`src/rtl/jsu_pkg.sv`:
```
package jsu_pkg;

  // Result queue sizing: one byte gives at most three results.
  localparam int JSU_MAX_RES = 3;
  localparam int JSU_QDEPTH  = 4;
  localparam int JSU_NW      = $clog2(JSU_MAX_RES + 1);

  typedef logic [JSU_NW-1:0] jsu_cnt_t;
  localparam jsu_cnt_t JSU_MAX_N = jsu_cnt_t'(JSU_MAX_RES);

  // Result status codes
  localparam logic [1:0] STAT_UNIT = 2'd0;
  localparam logic [1:0] STAT_END  = 2'd1;
  localparam logic [1:0] STAT_ERR  = 2'd2;

  // Replacement unit for malformed UTF-8
  localparam logic [15:0] REPL_UNIT = 16'hFFFF;

  // Characters
  localparam logic [7:0] CH_BSLASH = 8'h5C;
  localparam logic [7:0] CH_QUOTE  = 8'h22;
  localparam logic [7:0] CH_SLASH  = 8'h2F;
  localparam logic [7:0] CH_U      = 8'h75;
  localparam logic [7:0] CH_B      = 8'h62;
  localparam logic [7:0] CH_N      = 8'h6E;
  localparam logic [7:0] CH_R      = 8'h72;
  localparam logic [7:0] CH_T      = 8'h74;

  typedef struct packed {
    logic [7:0] in_byte;
    logic       last_byte;
  } jsu_in_t;

  typedef struct packed {
    logic [15:0] code_unit;
    logic [1:0]  status;
    logic        last_result;
  } jsu_res_t;

  // Results of one byte, written into the queue together
  typedef struct packed {
    jsu_cnt_t                    n;
    jsu_res_t [JSU_MAX_RES-1:0] res;
  } jsu_push_t;

endpackage

```
`src/rtl/jsu_chan_if.sv`:
```
interface jsu_chan_if #(parameter type T = logic) ();
  logic valid;
  logic ready;
  T     data;

  modport source (output valid, output data, input ready);
  modport sink   (input valid, input data, output ready);
endinterface

```
`src/rtl/jsu_step.sv`:
```
module jsu_step import jsu_pkg::*; (
  input  logic      clk,
  input  logic      rst,
  input  logic      take,
  input  jsu_in_t   item,
  output jsu_push_t push
);

  typedef enum logic [1:0] {MODE_TEXT, MODE_ESC, MODE_HEX} mode_t;

  mode_t       mode, mode_next;
  logic [2:0]  hex_count, hex_count_next;
  logic [15:0] hex_value, hex_value_next;
  logic [20:0] utf8_code, utf8_code_next;
  logic [1:0]  utf8_remaining, utf8_remaining_next;
  logic [20:0] utf8_min, utf8_min_next;
  logic        drop_until_last, drop_until_last_next;

  logic [7:0]  b;
  logic        cont, bad, is_hex, plain_go, lead_go, err;
  logic [20:0] nc, lo, hi, v;
  logic [1:0]  r;
  logic [3:0]  digit;
  jsu_cnt_t    n;
  jsu_res_t [JSU_MAX_RES-1:0] res;

  function automatic jsu_res_t mk(logic [15:0] cu, logic [1:0] st, logic lr);
    jsu_res_t x;
    x.code_unit   = cu;
    x.status      = st;
    x.last_result = lr;
    return x;
  endfunction

  always_comb begin
    b    = item.in_byte;
    cont = (b[7:6] == 2'b10);
    nc   = {utf8_code[14:0], b[5:0]};
    r    = utf8_remaining - 2'd1;
    case (r)
      2'd0: begin
        lo = nc;
        hi = nc;
      end
      2'd1: begin
        lo = {nc[14:0], 6'b0};
        hi = {nc[14:0], 6'h3F};
      end
      default: begin
        lo = {nc[8:0], 12'b0};
        hi = {nc[8:0], 12'hFFF};
      end
    endcase
    bad = (hi < utf8_min) || (lo > 21'h10FFFF) ||
          ((lo >= 21'h00D800) && (hi <= 21'h00DFFF));
    v   = nc - 21'h010000;

    is_hex = 1'b1;
    digit  = b[3:0];
    if (b inside {[8'h30:8'h39]}) begin
      digit = b[3:0];
    end else if (b inside {[8'h41:8'h46], [8'h61:8'h66]}) begin
      digit = b[3:0] + 4'd9;
    end else begin
      is_hex = 1'b0;
    end

    mode_next            = mode;
    hex_count_next       = hex_count;
    hex_value_next       = hex_value;
    utf8_code_next       = utf8_code;
    utf8_remaining_next  = utf8_remaining;
    utf8_min_next        = utf8_min;
    drop_until_last_next = drop_until_last;
    n        = '0;
    res      = '0;
    err      = 1'b0;
    plain_go = 1'b0;
    lead_go  = 1'b0;

    if (drop_until_last) begin
      if (item.last_byte) begin
        drop_until_last_next = 1'b0;
      end
    end else begin
      case (mode)
        MODE_ESC: begin
          mode_next = MODE_TEXT;
          case (b)
            CH_U: begin
              mode_next      = MODE_HEX;
              hex_count_next = '0;
              hex_value_next = '0;
            end
            CH_QUOTE, CH_BSLASH, CH_SLASH: begin
              res[n] = mk({8'h00, b}, STAT_UNIT, 1'b0);
              n = n + jsu_cnt_t'(1);
            end
            CH_B: begin
              res[n] = mk(16'h0008, STAT_UNIT, 1'b0);
              n = n + jsu_cnt_t'(1);
            end
            CH_N: begin
              res[n] = mk(16'h000A, STAT_UNIT, 1'b0);
              n = n + jsu_cnt_t'(1);
            end
            CH_R: begin
              res[n] = mk(16'h000D, STAT_UNIT, 1'b0);
              n = n + jsu_cnt_t'(1);
            end
            CH_T: begin
              res[n] = mk(16'h0009, STAT_UNIT, 1'b0);
              n = n + jsu_cnt_t'(1);
            end
            default: err = 1'b1;
          endcase
        end
        MODE_HEX: begin
          if (is_hex && (hex_count < 3'd4)) begin
            hex_value_next = {hex_value[11:0], digit};
            hex_count_next = hex_count + 3'd1;
            if (hex_count == 3'd3) begin
              res[n] = mk(hex_value_next, STAT_UNIT, 1'b0);
              n = n + jsu_cnt_t'(1);
              mode_next      = MODE_TEXT;
              hex_count_next = '0;
              hex_value_next = '0;
            end
          end else begin
            res[n] = mk(hex_value, STAT_UNIT, 1'b0);
            n = n + jsu_cnt_t'(1);
            mode_next      = MODE_TEXT;
            hex_count_next = '0;
            hex_value_next = '0;
            plain_go       = 1'b1;
          end
        end
        default: begin
          mode_next = MODE_TEXT;
          plain_go  = 1'b1;
        end
      endcase

      // Plain text: continue a pending sequence, else decode as a lead byte
      if (plain_go) begin
        lead_go = 1'b1;
        if (utf8_remaining != 2'd0) begin
          if (cont && !bad) begin
            lead_go             = 1'b0;
            utf8_code_next      = nc;
            utf8_remaining_next = r;
            if (r == 2'd0) begin
              if (nc[20:16] != 5'd0) begin
                res[n] = mk({6'b110110, v[19:10]}, STAT_UNIT, 1'b0);
                n = n + jsu_cnt_t'(1);
                res[n] = mk({6'b110111, v[9:0]}, STAT_UNIT, 1'b0);
                n = n + jsu_cnt_t'(1);
              end else begin
                res[n] = mk(nc[15:0], STAT_UNIT, 1'b0);
                n = n + jsu_cnt_t'(1);
              end
              utf8_code_next      = '0;
              utf8_remaining_next = '0;
              utf8_min_next       = '0;
            end
          end else begin
            res[n] = mk(REPL_UNIT, STAT_UNIT, 1'b0);
            n = n + jsu_cnt_t'(1);
            utf8_code_next      = '0;
            utf8_remaining_next = '0;
            utf8_min_next       = '0;
          end
        end
        if (lead_go) begin
          if (b == CH_BSLASH) begin
            mode_next = MODE_ESC;
          end else if (b[7] == 1'b0) begin
            res[n] = mk({8'h00, b}, STAT_UNIT, 1'b0);
            n = n + jsu_cnt_t'(1);
          end else if (b inside {[8'hC2:8'hDF]}) begin
            utf8_code_next      = {16'b0, b[4:0]};
            utf8_remaining_next = 2'd1;
            utf8_min_next       = 21'h000080;
          end else if (b inside {[8'hE0:8'hEF]}) begin
            utf8_code_next      = {17'b0, b[3:0]};
            utf8_remaining_next = 2'd2;
            utf8_min_next       = 21'h000800;
          end else if (b inside {[8'hF0:8'hF4]}) begin
            utf8_code_next      = {18'b0, b[2:0]};
            utf8_remaining_next = 2'd3;
            utf8_min_next       = 21'h010000;
          end else begin
            res[n] = mk(REPL_UNIT, STAT_UNIT, 1'b0);
            n = n + jsu_cnt_t'(1);
          end
        end
      end

      // Close out: error, or end of string
      if (err || (item.last_byte && (mode_next == MODE_ESC))) begin
        if (n != JSU_MAX_N) begin
          res[n] = mk(16'h0000, STAT_ERR, 1'b1);
          n = n + jsu_cnt_t'(1);
        end
        drop_until_last_next = err && !item.last_byte;
      end else if (item.last_byte) begin
        if (mode_next == MODE_HEX) begin
          res[n] = mk(hex_value_next, STAT_UNIT, 1'b0);
          n = n + jsu_cnt_t'(1);
        end
        if (utf8_remaining_next != 2'd0) begin
          res[n] = mk(REPL_UNIT, STAT_UNIT, 1'b0);
          n = n + jsu_cnt_t'(1);
        end
        if (n != JSU_MAX_N) begin
          res[n] = mk(16'h0000, STAT_END, 1'b1);
          n = n + jsu_cnt_t'(1);
        end
      end

      if (err || item.last_byte) begin
        mode_next           = MODE_TEXT;
        hex_count_next      = '0;
        hex_value_next      = '0;
        utf8_code_next      = '0;
        utf8_remaining_next = '0;
        utf8_min_next       = '0;
      end
    end

    push.n   = take ? n : '0;
    push.res = res;
  end

  always_ff @(posedge clk) begin
    if (rst) begin
      mode            <= MODE_TEXT;
      hex_count       <= '0;
      hex_value       <= '0;
      utf8_code       <= '0;
      utf8_remaining  <= '0;
      utf8_min        <= '0;
      drop_until_last <= 1'b0;
    end else if (take) begin
      mode            <= mode_next;
      hex_count       <= hex_count_next;
      hex_value       <= hex_value_next;
      utf8_code       <= utf8_code_next;
      utf8_remaining  <= utf8_remaining_next;
      utf8_min        <= utf8_min_next;
      drop_until_last <= drop_until_last_next;
    end
  end

  // Dropping state always holds a cleared decoder
  a_drop_clean: assert property (@(posedge clk) disable iff (rst)
    drop_until_last |-> (mode == MODE_TEXT) && (utf8_remaining == 2'd0) &&
                        (hex_count == 3'd0))
    else $error("dropping with live decoder state");

  // No UTF-8 sequence is open across an escape
  a_hex_no_utf8: assert property (@(posedge clk) disable iff (rst)
    (mode == MODE_HEX || mode == MODE_ESC) |-> (utf8_remaining == 2'd0))
    else $error("UTF-8 sequence open during escape");

  // A last byte leaves the decoder in its reset state
  a_last_clears: assert property (@(posedge clk) disable iff (rst)
    take && item.last_byte |=> (mode == MODE_TEXT) && !drop_until_last &&
                               (utf8_remaining == 2'd0) && (hex_count == 3'd0))
    else $error("state left over after last byte");

endmodule

```
`src/rtl/jsu_queue.sv`:
```
module jsu_queue import jsu_pkg::*; (
  input  logic              clk,
  input  logic              rst,
  input  jsu_push_t         push,
  output logic              room,
  jsu_chan_if.source        units
);

  localparam int PTR_W = $clog2(JSU_QDEPTH);
  localparam int CNT_W = $clog2(JSU_QDEPTH + 1);
  localparam logic [CNT_W-1:0] ROOM_LIM = CNT_W'(JSU_QDEPTH - JSU_MAX_RES);
  localparam logic [CNT_W-1:0] FULL     = CNT_W'(JSU_QDEPTH);

  jsu_res_t         mem [JSU_QDEPTH];
  logic [PTR_W-1:0] head, tail;
  logic [CNT_W-1:0] count;
  logic             pop;

  assign tail        = head + count[PTR_W-1:0];
  assign pop         = units.valid && units.ready;
  assign room        = (count <= ROOM_LIM);
  assign units.valid = (count != '0);
  assign units.data  = mem[head];

  always_ff @(posedge clk) begin
    for (int i = 0; i < JSU_MAX_RES; i++) begin
      if (jsu_cnt_t'(i) < push.n) begin
        mem[tail + PTR_W'(i)] <= push.res[i];
      end
    end
  end

  always_ff @(posedge clk) begin
    if (rst) begin
      head  <= '0;
      count <= '0;
    end else begin
      if (pop) begin
        head <= head + PTR_W'(1);
      end
      count <= count + CNT_W'(push.n) - CNT_W'(pop);
    end
  end

  // Writes only land when room was offered
  a_push_room: assert property (@(posedge clk) disable iff (rst)
    (push.n != '0) |-> (count <= ROOM_LIM))
    else $error("queue written without room");

  a_reset_empty: assert property (@(posedge clk)
    rst |=> (count == '0))
    else $error("queue not empty after reset");

  a_no_overflow: assert property (@(posedge clk) disable iff (rst)
    count <= FULL)
    else $error("queue overflow");

endmodule

```
`src/rtl/json_string_unescape_utf16.sv`:
```
// A byte's results are written into the result queue when the byte transfers.
// Throughput: one byte per cycle while units is ready and each byte gives
// at most one result; a byte that gives two or three results holds
// bytes.ready low while the result queue drains.
// Reset: synchronous rst clears the decoder state and empties the result queue.
module json_string_unescape_utf16 import jsu_pkg::*; (
  input  logic       clk,
  input  logic       rst,
  jsu_chan_if.sink   bytes,
  jsu_chan_if.source units
);

  // Data path:
  //   bytes -> jsu_step (decoder state + single-pass decode of one byte)
  //         -> jsu_queue (4-entry result queue) -> units
  // The decoder's combinational step produces every result of a byte at
  // once (up to three code units or end/error marks) and the queue takes
  // them in the same clock edge that accepts the byte. The queue then
  // hands out one result per transfer.

  jsu_push_t push;
  logic      room;
  logic      take;

  // A byte is taken only when the queue can hold a worst-case byte's
  // three results, so nothing is ever dropped.
  assign bytes.ready = room;
  assign take        = bytes.valid && bytes.ready;

  jsu_step u_step (
    .clk  (clk),
    .rst  (rst),
    .take (take),
    .item (bytes.data),
    .push (push)
  );

  // With the sink always ready and each byte giving at most one result, the
  // queue holds at most one result between bytes, so bytes stream without stalls.
  jsu_queue u_queue (
    .clk   (clk),
    .rst   (rst),
    .push  (push),
    .room  (room),
    .units (units)
  );

endmodule
```
`src/flat_wrapper.sv`:
```
// flat-port wrapper written by rule: the top's interface ports become plain ports
module json_string_unescape_utf16_flat import jsu_pkg::*;
  (clk, rst, bytes_valid, bytes_data, bytes_ready, units_valid, units_data, units_ready);
  jsu_chan_if bytes_i ();
  jsu_chan_if units_i ();
  input  logic clk;
  input  logic rst;
  input wire logic [$bits(bytes_i.valid)-1:0] bytes_valid;
  input wire logic [$bits(bytes_i.data)-1:0] bytes_data;
  output wire logic [$bits(bytes_i.ready)-1:0] bytes_ready;
  output wire logic [$bits(units_i.valid)-1:0] units_valid;
  output wire logic [$bits(units_i.data)-1:0] units_data;
  input wire logic [$bits(units_i.ready)-1:0] units_ready;
  assign bytes_i.valid = bytes_valid;
  assign bytes_i.data = bytes_data;
  assign bytes_ready = bytes_i.ready;
  assign units_valid = units_i.valid;
  assign units_data = units_i.data;
  assign units_i.ready = units_ready;
  json_string_unescape_utf16 u_core (.clk(clk), .rst(rst), .bytes(bytes_i), .units(units_i));
endmodule
```
`config.mk`:
```
export PLATFORM = sky130hd
export DESIGN_NAME = json_string_unescape_utf16_flat
export DESIGN_NICKNAME = d
export VERILOG_FILES = /design/src/rtl/jsu_pkg.sv /design/src/rtl/jsu_chan_if.sv /design/src/rtl/jsu_step.sv /design/src/rtl/jsu_queue.sv /design/src/rtl/json_string_unescape_utf16.sv /design/src/flat_wrapper.sv
export SDC_FILE = /design/constraint.sdc
export NUM_CORES = 1
export LEC_CHECK = 0
export CAP_MARGIN = 0
export CORE_MARGIN = 2
export CORE_UTILIZATION = 60
export DETAILED_ROUTE_END_ITERATION = 6
export DONT_BUFFER_PORTS = 1
export PLACE_DENSITY = 0.76
export SKIP_LAST_GASP = 1
export SYNTH_ARGS = -nofsm -noshare
export SYNTH_HDL_FRONTEND = slang
export SYNTH_SLANG_ARGS = --single-unit
export TNS_END_PERCENT = 1
```
`constraint.sdc`:
```
create_clock -name clk -period 4.5 [get_ports clk]
set_clock_uncertainty 0.15 [all_clocks]
set_input_delay 0.675 -clock clk [delete_from_list [all_inputs] [get_ports clk]]
set_output_delay 0.675 -clock clk [all_outputs]
set_load 0.01 [all_outputs]
```
### Yosys cells after proc, flatten, opt, wreduce, memory -nomap -nowiden

Memory sizes are Yosys's and may differ from the RTL's. A register that Yosys moved wholly into a read port is not among the register bits.
Cells that the tools add are included.

| word-level totals | value |
|---|---|
| bits in registers | 26 |
| memory bits (writable) | 76 |
| bits of input ports | 5 |
| output and inout port bits | 3 |
| word-level logic and storage cells | 149 |
| memories | 1 |

Memories:

| memory | depth | bits a word | rd ports | clocked after Yosys merged registers in | wr ports | line | RTL |
|---|---|---|---|---|---|---|---|
| u_core.u_queue.mem | 4 | 19 | 1 | 1 | 3 | jsu_queue.sv:14 | `jsu_res_t mem [JSU_QDEPTH];` |

| cells by class | value |
|---|---|
| $add $sub $neg | 11 |
| magnitude comparators | 14 |
| equal/unequal tests | 6 |
| mux-type cells | 80 |
| bitwise logic cells | 15 |
| reduce and logical (&&, ||, !) cells | 16 |

Operator list:

| operator | count |
|---|---|
| $mux 57 | 19 |
| $demux 19 s2 | 5 |
| $mux 19 | 7 |
| $and 51x51->51 | 2 |
| $not 51->51 | 2 |
| $mux 2 | 29 |
| $and 57x57->57 | 1 |
| $bwmux 57 | 1 |
| $not 57->57 | 1 |
| $mux 16 | 3 |
| $or 16x48->48 | 1 |
| $or 48x48->48 | 1 |
| $not 9->9 | 2 |
| $mux 1 | 16 |
| $lt 2x3->1 const B | 5 |
| $add 2x1->2 const B | 7 |
| $or 6x6->6 | 2 |
| $ge 2x1->1 const B | 5 |
| $and 3x9->9 | 1 |
| $and 9x9->9 | 1 |
| $logic_and 1x1->1 | 9 |
| $eq 2x1->1 const B | 2 |
| $eq 2x2->1 const B | 2 |
| $lt 1x2->1 const A | 2 |
| other kinds (13) | 16 |

### Depth between registers and ports, before layout

Gate-level depths: netlist of the first run.

| logic depth | value |
|---|---|
| depth in word-level cells | 31 |
| gate-level depth with buffers | 10 |
| mapped depth without buffers | 9 |

### Hierarchy

A second synthesis of the first run with hierarchy kept.

| second synthesis, totals | value |
|---|---|
| cell total of the unflattened synthesis | 1301 |
| area total of the unflattened synthesis | 8704.6 sq um |

Modules (own cells, without submodules):

| module | instances | cells each | area an instance (sq um) | seq. area each (sq um) |
|---|---|---|---|---|
| jsu_step | 1 | 1227 | 7963.9 | 1201.2 |
| jsu_queue | 1 | 72 | 730.7 | 260.2 |
| json_string_unescape_utf16 | 1 | 2 | 10.0 | 0.0 |

### Least setup slack after synthesis of the first run

Ideal clock, no wire load.

| timing path | value |
|---|---|
| kind | input to register |
| start point | input port bytes_valid |
| end point | register u_core.u_queue.count[2] |
| setup time | 0.126 ns |
| arrival | 2.153 ns |
| required time | 4.224 ns |
| path slack | 2.071 ns |
| stages | 7 |
| path through | nor4b_4 nand2_1 ha_1 fa_1 xnor2_1 xnor2_1 nor2_1 |

| on the way | value |
|---|---|
| longest elaborated chain between the ends | 4 |

RTL lines:

| what | line | RTL |
|---|---|---|
| start: declaration | flat_wrapper.sv:8 | `input wire logic [$bits(bytes_i.valid)-1:0] bytes_valid;` |
| $logic_and 1x1->1 | json_string_unescape_utf16.sv:28 | `assign take = bytes.valid && bytes.ready;` |
| $mux 2 | jsu_step.sv:231 | `push.n = take ? n : '0;` |
| $add 3x2->3 | jsu_queue.sv:41 | `count <= count + CNT_W'(push.n) - CNT_W'(pop);` |
| $sub 3x1->3 | jsu_queue.sv:41 |  |
| end signal: assignment | jsu_queue.sv:41 |  |
| end: declaration | jsu_queue.sv:16 | `logic [CNT_W-1:0] count;` |

Every way passes these cells.
A chain may end at the register's enable or synchronous reset.

### Worst setup path in the final report of the first run

| timing path | value |
|---|---|
| start point | register u_core.u_queue.count[1] |
| end point | register u_core.u_queue.count[2] |

| on the way | value |
|---|---|
| longest elaborated chain between the ends | 5 |
| elaborated cells on any way between the ends | 7 |

RTL lines:

| what | line | RTL |
|---|---|---|
| $le 3x1->1 | jsu_queue.sv:21 | `assign room = (count <= ROOM_LIM);` |
| $logic_and 1x1->1 | json_string_unescape_utf16.sv:28 |  |
| $mux 2 | jsu_step.sv:231 |  |
| $add 3x2->3 | jsu_queue.sv:41 |  |
| $sub 3x1->3 * | jsu_queue.sv:41 |  |

Every way passes the cells marked *; elsewhere a longest branch is shown, timed or not.

==> flow_summary.json, run 1 <==
{
  "status": "complete, no violations",
  "hold_viol": 0,
  "io-pin-count": 8,
  "gp_congestion": 0.808,
  "yosysMostFrequentCell": "nor2_1",
  "cap_violations": 0,
  "synth_ff_type": "dfxtp_1",
  "drc_errors": 0,
  "dp_hpwl_um": 981,
  "r2r-end": "u_core.u_queue.count[2]",
  "routedWlPerCell_um": 13.5,
  "clk_latency_ns": 0.28,
  "grt_use_total_pct": 19.1,
  "p_leak_nw": 0.319,
  "cts_num_sinks": 14,
  "reg2reg_from": "u_core.u_queue.count[1]",
  "initial_core_util_pct": 62.4,
  "drt-total-wl_mm": 1.26,
  "ys_seq_area_share_pct": 40.4,
  "pre_cts_ws_ns": 1.95,
  "vias": 543,
  "slew_viol_final": 0,
  "fillers": 108,
  "tightest_slew_ns": 0.463,
  "peakVddDrop_uv": 348,
  "synth_common_cells": "nor2_1, dfxtp_1, inv_1",
  "nNetsFinal": 89,
  "cts_hold_buf": 0,
  "grt_start_max_net_pins": 10,
  "clockBufferDepth": 2,
  "cts-buffers-inserted": 3,
  "die_w_um": 40.3,
  "grt_pass1_vias": 450,
  "yosysWarningCount": 0,
  "synth.largest_area_cell": "dfxtp_1",
  "fmaxAchievable_mhz": 421,
  "synth.avg_cell_area_um2": 10.4,
  "holdCritPathClass": "in -> reg",
  "hold_depth": 1,
  "rows": 13,
  "drt_iter0_markers": 12,
  "worst_slack_ns": 2.12,
  "hold_end": "u_core.u_queue.count[1]",
  "drive_above_1_share_pct": 10.3,
  "syn_area_um2": 792,
  "cts_setup_buffers": 0,
  "die_height_um": 40.3,
  "min_period_over_period_pct": 52.8,
  "min_period_ns": 2.38,
  "synth_seq_cells": 14,
  "clk_pin_slew_worst_paths_ns": 0.08,
  "areaGrowthSynthToFinish_pct": 3.79,
  "synth_top_cells_by_area": "dfxtp_1, edfxtp_1, ha_1",
  "cp-start-kind": "register",
  "maxSlewHeadroom_pct": 69.0,
  "die-area_mm2": 0.00163,
  "cts_tree": "yes",
  "netlist-cell-type-count": 32,
  "required_ns": 4.53,
  "grt_pass1_wl_mm": 2.01,
  "core-area_mm2": 0.00127,
  "p_per_area_mw_per_mm2": 624,
  "r2r_cells": 7,
  "rsz0062_at_grt": "no",
  "fin_setup_tns_ns": 0,
  "min_from": "rst",
  "antenna_cells": 0,
  "drt_pass1_iterations": 4,
  "netlist_instances": 76,
  "cp-end-kind": "register",
  "ys_async_sr_fraction_pct": 0,
  "setup_viol": 0,
  "crit_fanout": 9,
  "synth_top_area_share_pct": 25.3,
  "cts_root_buf": "clkbuf_4",
  "antenna_found_initial": 0,
  "path_class": "reg -> reg",
  "cts-htree-levels": 1,
  "grt_overflow": 0,
  "via_per_inst": 5.84,
  "cp.arrival_ns": 2.40,
  "cts_resized": 0,
  "io_buffers": 0,
  "syn-num-nets": 86,
  "synth_edf_count": 4,
  "ant_nets": 0,
  "r2r_slack_ns": 2.12
}
## cells in the final DEF, fill, tap and decap left out, types with 2 or more instances in the layout
cell | Yosys | routed
nor3b_1 | 2 | 2
nor2_1 | 11 | 11
xnor2_1 | 5 | 5
a21oi_1 | 2 | 2
o22ai_1 | 2 | 2
inv_1 | 6 | 6
ha_1 | 4 | 4
dfxtp_1 | 10 | 10
edfxtp_1 | 4 | 4
nor2b_1 | 2 | 2
or3_1 | 2 | 2
mux2i_1 | 2 | 2
a21boi_1 | 2 | 2
nand2_1 | 4 | 4
clkbuf_4 | 0 | 3
## worst max-delay path, cell delays in order (launching register included)
cell	delay, ns
dfxtp_1	0.42
nor4b_4	0.50
nand2_1	0.10
ha_1	0.32
fa_1	0.43
xnor2_1	0.17
xnor2_1	0.13
nor2_1	0.05
## cell families (layout without fill, tap and decap cells)
family / count (synthesis) / count (layout) / synth area share [%]
AOI/OAI and AO/OA: 15 / 15 / 13.9
and+or+nand+nor: 24 / 24 / 17.1
muxes: 3 / 3 / 5.37
DFF: 14 / 14 / 40.4
xor gates and xnor gates: 7 / 7 / 9.64
buffers and inverters: 8 / 10 / 4.74
adders and majority gates: 5 / 5 / 8.85
## layer usage
metal  GRT usage (%)  vias to the layer above  part of all wire [%]
met4            7.50                        0                   1.5
met2            29.8                       16                    44
met3            5.56                        4                   5.6
li1                -                      277                     -
met5               0                        -                     0
met1            24.5                      246                    49
## power breakdown
group / switching [W] / internal, W
clock network: 0.0000408 / 0.0000322
registers: 0.0000310 / 0.000164
logic: 0.000124 / 0.000121
## layout make-up
| cell class | count | area [um2] | share of cell area (%) |
|---|---|---|---|
| Tap cell | 15 | 18.8 | 2.28 |
| Clock buffer | 3 | 22.5 | 2.74 |
| Sequential cell | 14 | 320 | 39.0 |
| Inverter | 6 | 22.5 | 2.74 |
| Multi-Input combinational cell | 54 | 434 | 52.8 |
| Clock inverter | 1 | 3.75 | 0.457 |
## worst max path at each step
stage / start / slack, ns / end
after floorplan: bytes_valid / 2.07 / u_core.u_queue.count[2]
final: u_core.u_queue.count[1] / 2.12 / u_core.u_queue.count[2]
after global placement: bytes_valid / 2.00 / u_core.u_queue.count[2]
after detailed placement: bytes_valid / 1.95 / u_core.u_queue.count[2]
after global routing: u_core.u_queue.count[1] / 1.97 / u_core.u_queue.count[2]
after CTS: u_core.u_queue.count[1] / 2.10 / u_core.u_queue.count[2]
## stage by stage
step                cell area, um2  utilization [%]  hold slack, ns  std cells  power [W]
floorplan                      792                -           0.316         76   0.000413
global placement               796             62.7           0.355         89   0.000435
detailed placement             796             62.7           0.362         89   0.000444
CTS                            822             64.8           0.307         93   0.000515
global route                   822             64.8           0.295         93   0.000552
finish                         822             64.8           0.306         93   0.000513
No activity file was read; power rests on OpenSTA's default activity.
==> run 2, diff against run 1 <==
CORE_UTILIZATION = 59   (was 60)
PLACE_DENSITY = 0.75   (was 0.76)
clock period = 2.25 ns   (was 4.5 ns; I/O delays follow)
==> run 2 against run 1 <==
Via count rose by 6.8%. First-iteration DRC count rose by 130%. Clock power rose by 100%. Sequential cell count did not move. Combinational power rose by 130%. Worst setup slack got worse by 2.1 ns. Count of clock-buffer cells in the layout did not move. Non-clock buffer count rose by 10. Sequential power rose by 100%. Critical path depth fell by 1.
==> flow_summary.json, run 2 (synthesis results as in run 1) <==
{
  "antenna_cells": 0,
  "setup_viol": 0,
  "p_per_area_mw_per_mm2": 1200,
  "antenna_found_initial": 0,
  "cp-end-kind": "register",
  "status": "complete, no violations",
  "grt_pass1_wl_mm": 2.30,
  "max_stage_delay_ns": 0.56,
  "clockBufferDepth": 2,
  "initial_core_util_pct": 61.6,
  "path_buf_inv": 2,
  "die_w_um": 40.6,
  "min_period_over_period_pct": 98.2,
  "fillers": 97,
  "cts_num_sinks": 14,
  "maxSlewHeadroom_pct": 75.9,
  "clk_latency_ns": 0.28,
  "tightest_slew_ns": 0.359,
  "grt_overflow": 0,
  "worst_slack_ns": 0.0409,
  "drc_errors": 0,
  "io-pin-count": 8,
  "grt_use_total_pct": 22.2,
  "rsz0062_at_grt": "yes",
  "required_ns": 2.26,
  "holdCritPathClass": "in -> reg",
  "via_per_inst": 5.63,
  "path_common_cell": "ha_1",
  "final_core_util_pct": 71.5,
  "p_leak_nw": 0.376,
  "dpl_cell_area_um2": 826,
  "cp_top_family": "buffers and inverters",
  "grt_pass1_vias": 526,
  "cts-buffers-inserted": 3,
  "rows": 13,
  "fmaxAchievable_mhz": 453,
  "pre_cts_ws_ns": 0.0196,
  "ant_nets": 0,
  "drive_above_1_share_pct": 19.3,
  "die_height_um": 40.6,
  "die-area_mm2": 0.00165,
  "path_cells": "o31a_1 > ha_1 > inv_1 > ha_1 > nor2b_1 > dlygate4sd3_1",
  "grt_start_max_net_pins": 10,
  "crit_fanout": 5,
  "vias": 580,
  "crit_path_top_delay_cell": "dlygate4sd3_1",
  "cp-start-kind": "register",
  "drt-total-wl_mm": 1.50,
  "cts_tree": "yes",
  "cts_root_buf": "clkbuf_4",
  "routedWlPerCell_um": 14.6,
  "core-area_mm2": 0.00128,
  "areaGrowthSynthToFinish_pct": 16.0,
  "cap_violations": 0,
  "clk_pin_slew_worst_paths_ns": 0.08,
  "fin_cells": 103,
  "io_buffers": 0,
  "gp_congestion": 0.723,
  "final_common_cell": "nor2_1",
  "fin_setup_tns_ns": 0,
  "dp_cells": 93,
  "drt_iter0_markers": 27,
  "hold_viol": 0,
  "peakVddDrop_uv": 632,
  "final_cell_mix": "nor2_1, dfxtp_1, inv_1",
  "fin_area_um2": 918,
  "min_period_ns": 2.21,
  "path_class": "reg -> reg",
  "nNetsFinal": 99,
  "drt_pass1_iterations": 4,
  "cts-htree-levels": 1,
  "cp.arrival_ns": 2.22,
  "slew_viol_final": 0
}
## run 2: cell count changes in the layout (fill, tap and decap cells not counted), sizes merged
cell and change:
dlygate4sd3 +5, buf +5
## run 2: final timing paths
path | start | to | slack (ns) | cells after the start
max | u_core.u_queue.count[1] | u_core.u_queue.count[0] | 0.04 | 6
min reg2reg | u_core.u_queue.count[2] | u_core.u_queue.count[2] | 0.44 | 2
min | bytes_data | u_core.u_queue.mem[1][1] | 0.21 | 2
max reg2reg | u_core.u_queue.count[1] | u_core.u_queue.count[0] | 0.04 | 6
## run 2: final cells by class
| class | count | area, um2 | share of cell area [%] |
|---|---|---|---|
| clock inverter | 1 | 3.75 | 0.409 |
| inverter | 6 | 22.5 | 2.45 |
| tap | 15 | 18.8 | 2.04 |
| sequential | 14 | 327 | 35.6 |
| timing repair buffer | 10 | 87.6 | 9.54 |
| multi-input combinational | 54 | 437 | 47.5 |
| clock buffer | 3 | 22.5 | 2.45 |
## run 2: power by group
| group | switching (W) | internal [W] |
|---|---|---|
| combinational | 0.000280 | 0.000286 |
| sequential | 0.0000560 | 0.000335 |
| clock | 0.0000822 | 0.0000643 |
| total | 0.000418 | 0.000685 |
## run 2: layer usage
metal  track usage, %  part of all wire [%]
met5                0                     0
met4             7.50                  0.60
met3             8.15                   3.9
met2             37.3                    53
met1             25.9                    42
## run 2: timing repair
action	CTS	global route
endpoints found under the setup margin	0	2
hold endpoints to repair	10	0
setup buffers	0	1
resized for setup	0	5
hold buffers	5	0
## run 2: metrics by stage
| step | power (W) | hold slack, ns |
|---|---|---|
| 2_1_floorplan | 0.000825 | 0.292 |
| 3_3_place_gp | 0.000885 | 0.256 |
| 3_5_place_dp | 0.000911 | 0.262 |
| 4_1_cts | 0.00108 | 0.189 |
| 5_1_grt | 0.00118 | 0.237 |
| 6_report | 0.00110 | 0.209 |
==> run 3, diff against run 2 <==
CORE_UTILIZATION = 60   (was 59)
PLACE_DENSITY = 0.76   (was 0.75)
REMOVE_ABC_BUFFERS = 1   (was not set)
clock period = 2.8 ns   (was 2.25 ns; I/O delays follow)
==> run 3 against run 2 <==
Global-route usage fell by 2.9 points. Total power fell by 23%. Final area fell by 9.4%. Via count fell by 9.1%. Clock power barely moved. Count of clock-buffer cells in the layout rose by 1. Die area fell by 1.5%. Sequential share of layout area rose by 2.9 points. Combinational power fell by 30%. Critical path type unchanged. Sequential power fell by 20%.
==> flow_summary.json, run 3 (synthesis results as in run 1) <==
{
  "min_period_over_period_pct": 85.6,
  "dpl_cell_area_um2": 796,
  "cts_hold_buf": 0,
  "p_leak_nw": 0.325,
  "clockBufferDepth": 2,
  "drive_above_1_share_pct": 11.5,
  "clk_latency_ns": 0.27,
  "cap_violations": 0,
  "io_buffers": 0,
  "fin_area_um2": 832,
  "cts-buffers-inserted": 3,
  "cp-start-kind": "register",
  "rsz0062_at_grt": "no",
  "dp_hpwl_um": 971,
  "p_per_area_mw_per_mm2": 1020,
  "peakVddDrop_uv": 542,
  "grt_overflow": 0,
  "fillers": 104,
  "rows": 13,
  "cts_resized": 0,
  "routedWlPerCell_um": 13.3,
  "final_common_cell": "nor2_1",
  "antenna_cells": 0,
  "power.total_w": 0.000851,
  "ant_nets": 0,
  "cts_setup_buffers": 0,
  "top_layer": "met4",
  "grt_pass1_wl_mm": 1.97,
  "tightest_slew_ns": 0.465,
  "cts-htree-levels": 1,
  "status": "complete, no violations",
  "cp-end-kind": "register",
  "cts_num_sinks": 14,
  "drt_iter0_markers": 4,
  "fmaxAchievable_mhz": 417,
  "wl_met3_um": 43,
  "grt_pass1_vias": 460,
  "grt_use_total_pct": 19.3,
  "die_w_um": 40.3,
  "die_height_um": 40.3,
  "holdCritPathClass": "in -> reg",
  "antenna_found_initial": 0,
  "drt_pass1_iterations": 2,
  "drt-total-wl_mm": 1.24,
  "initial_core_util_pct": 62.4,
  "setup_viol": 0,
  "slew_viol_final": 0,
  "multi_input_area_um2": 434,
  "io-pin-count": 8,
  "min_period_ns": 2.40,
  "path_class": "reg -> reg",
  "cts_root_buf": "clkbuf_4",
  "fin_cells": 93,
  "cts_tree": "yes",
  "dr_wl_met2_um": 597,
  "path_common_cell": "xnor2_1",
  "hold_viol": 0,
  "clk_pin_slew_worst_paths_ns": 0.09,
  "crit_path_top_delay_cell": "nor4b_4",
  "dp_cells": 89,
  "register_area_um2": 320,
  "areaGrowthSynthToFinish_pct": 5.06,
  "required_ns": 2.82,
  "nNetsFinal": 89,
  "via_per_inst": 5.67,
  "drt-met1-wl_um": 585,
  "drc_errors": 0,
  "die-area_mm2": 0.00163,
  "cp.arrival_ns": 2.42,
  "grt_start_max_net_pins": 10,
  "gp_congestion": 0.730,
  "path_cells": "nor4b_4 > nand2_1 > ha_1 > fa_1 > xnor2_1 > xnor2_1 > nor2_1",
  "final_cell_mix": "nor2_1, dfxtp_1, inv_1",
  "fin_setup_tns_ns": 0,
  "vias": 527,
  "maxSlewHeadroom_pct": 68.8,
  "core-area_mm2": 0.00127,
  "crit_fanout": 9,
  "max_stage_delay_ns": 0.50
}
[run 3: metrics by stage]
stage	utilization [%]	worst slack (ns)	hold slack [ns]
2_1_floorplan	-	0.591	0.316
3_3_place_gp	62.7	0.497	0.339
3_5_place_dp	62.7	0.422	0.340
4_1_cts	65.6	0.400	0.0463
5_1_grt	65.6	0.264	0.0254
6_report	65.6	0.404	0.0481
[run 3: worst paths after layout]
check / from / end / slack [ns] / cells after the start
hold / removal: rst / u_core.u_queue.count[1] / 0.05 / 1
hold reg to reg: u_core.u_step.drop_until_last / u_core.u_step.drop_until_last / 0.37 / 2
setup reg to reg: u_core.u_queue.count[1] / u_core.u_queue.count[2] / 0.40 / 7
setup / recovery: u_core.u_queue.count[1] / u_core.u_queue.count[2] / 0.40 / 7
[run 3: power by group]
group	switching, W	internal [W]	total [W]
Clock	0.0000642	0.0000790	0.000143
Combinational	0.000203	0.000194	0.000398
Sequential	0.0000465	0.000264	0.000311
[run 3: layout make-up]
type | instances | share of cell area (%)
Sequential cell | 14 | 38.5
Clock buffer | 4 | 4.36
Inverter | 6 | 2.71
Tap cell | 15 | 2.26
Multi-Input combinational cell | 54 | 52.2
[run 3: metal layers]
metal / track usage, % / vias up
li1: - / 274
met1: 24.9 / 241
met2: 29.4 / 10
met3: 6.67 / 2
met4: 7.50 / 0
met5: 0 / -
[run 3: worst max-delay path, delay by kind of cell (launching register included)]
| kind | cells | cell delay [ns] |
|---|---|---|
| flip-flops | 1 | 0.41 |
| XOR/XNOR | 2 | 0.32 |
| AND/OR/NAND/NOR | 3 | 0.66 |
| adder cells (fa/ha/maj) | 2 | 0.75 |
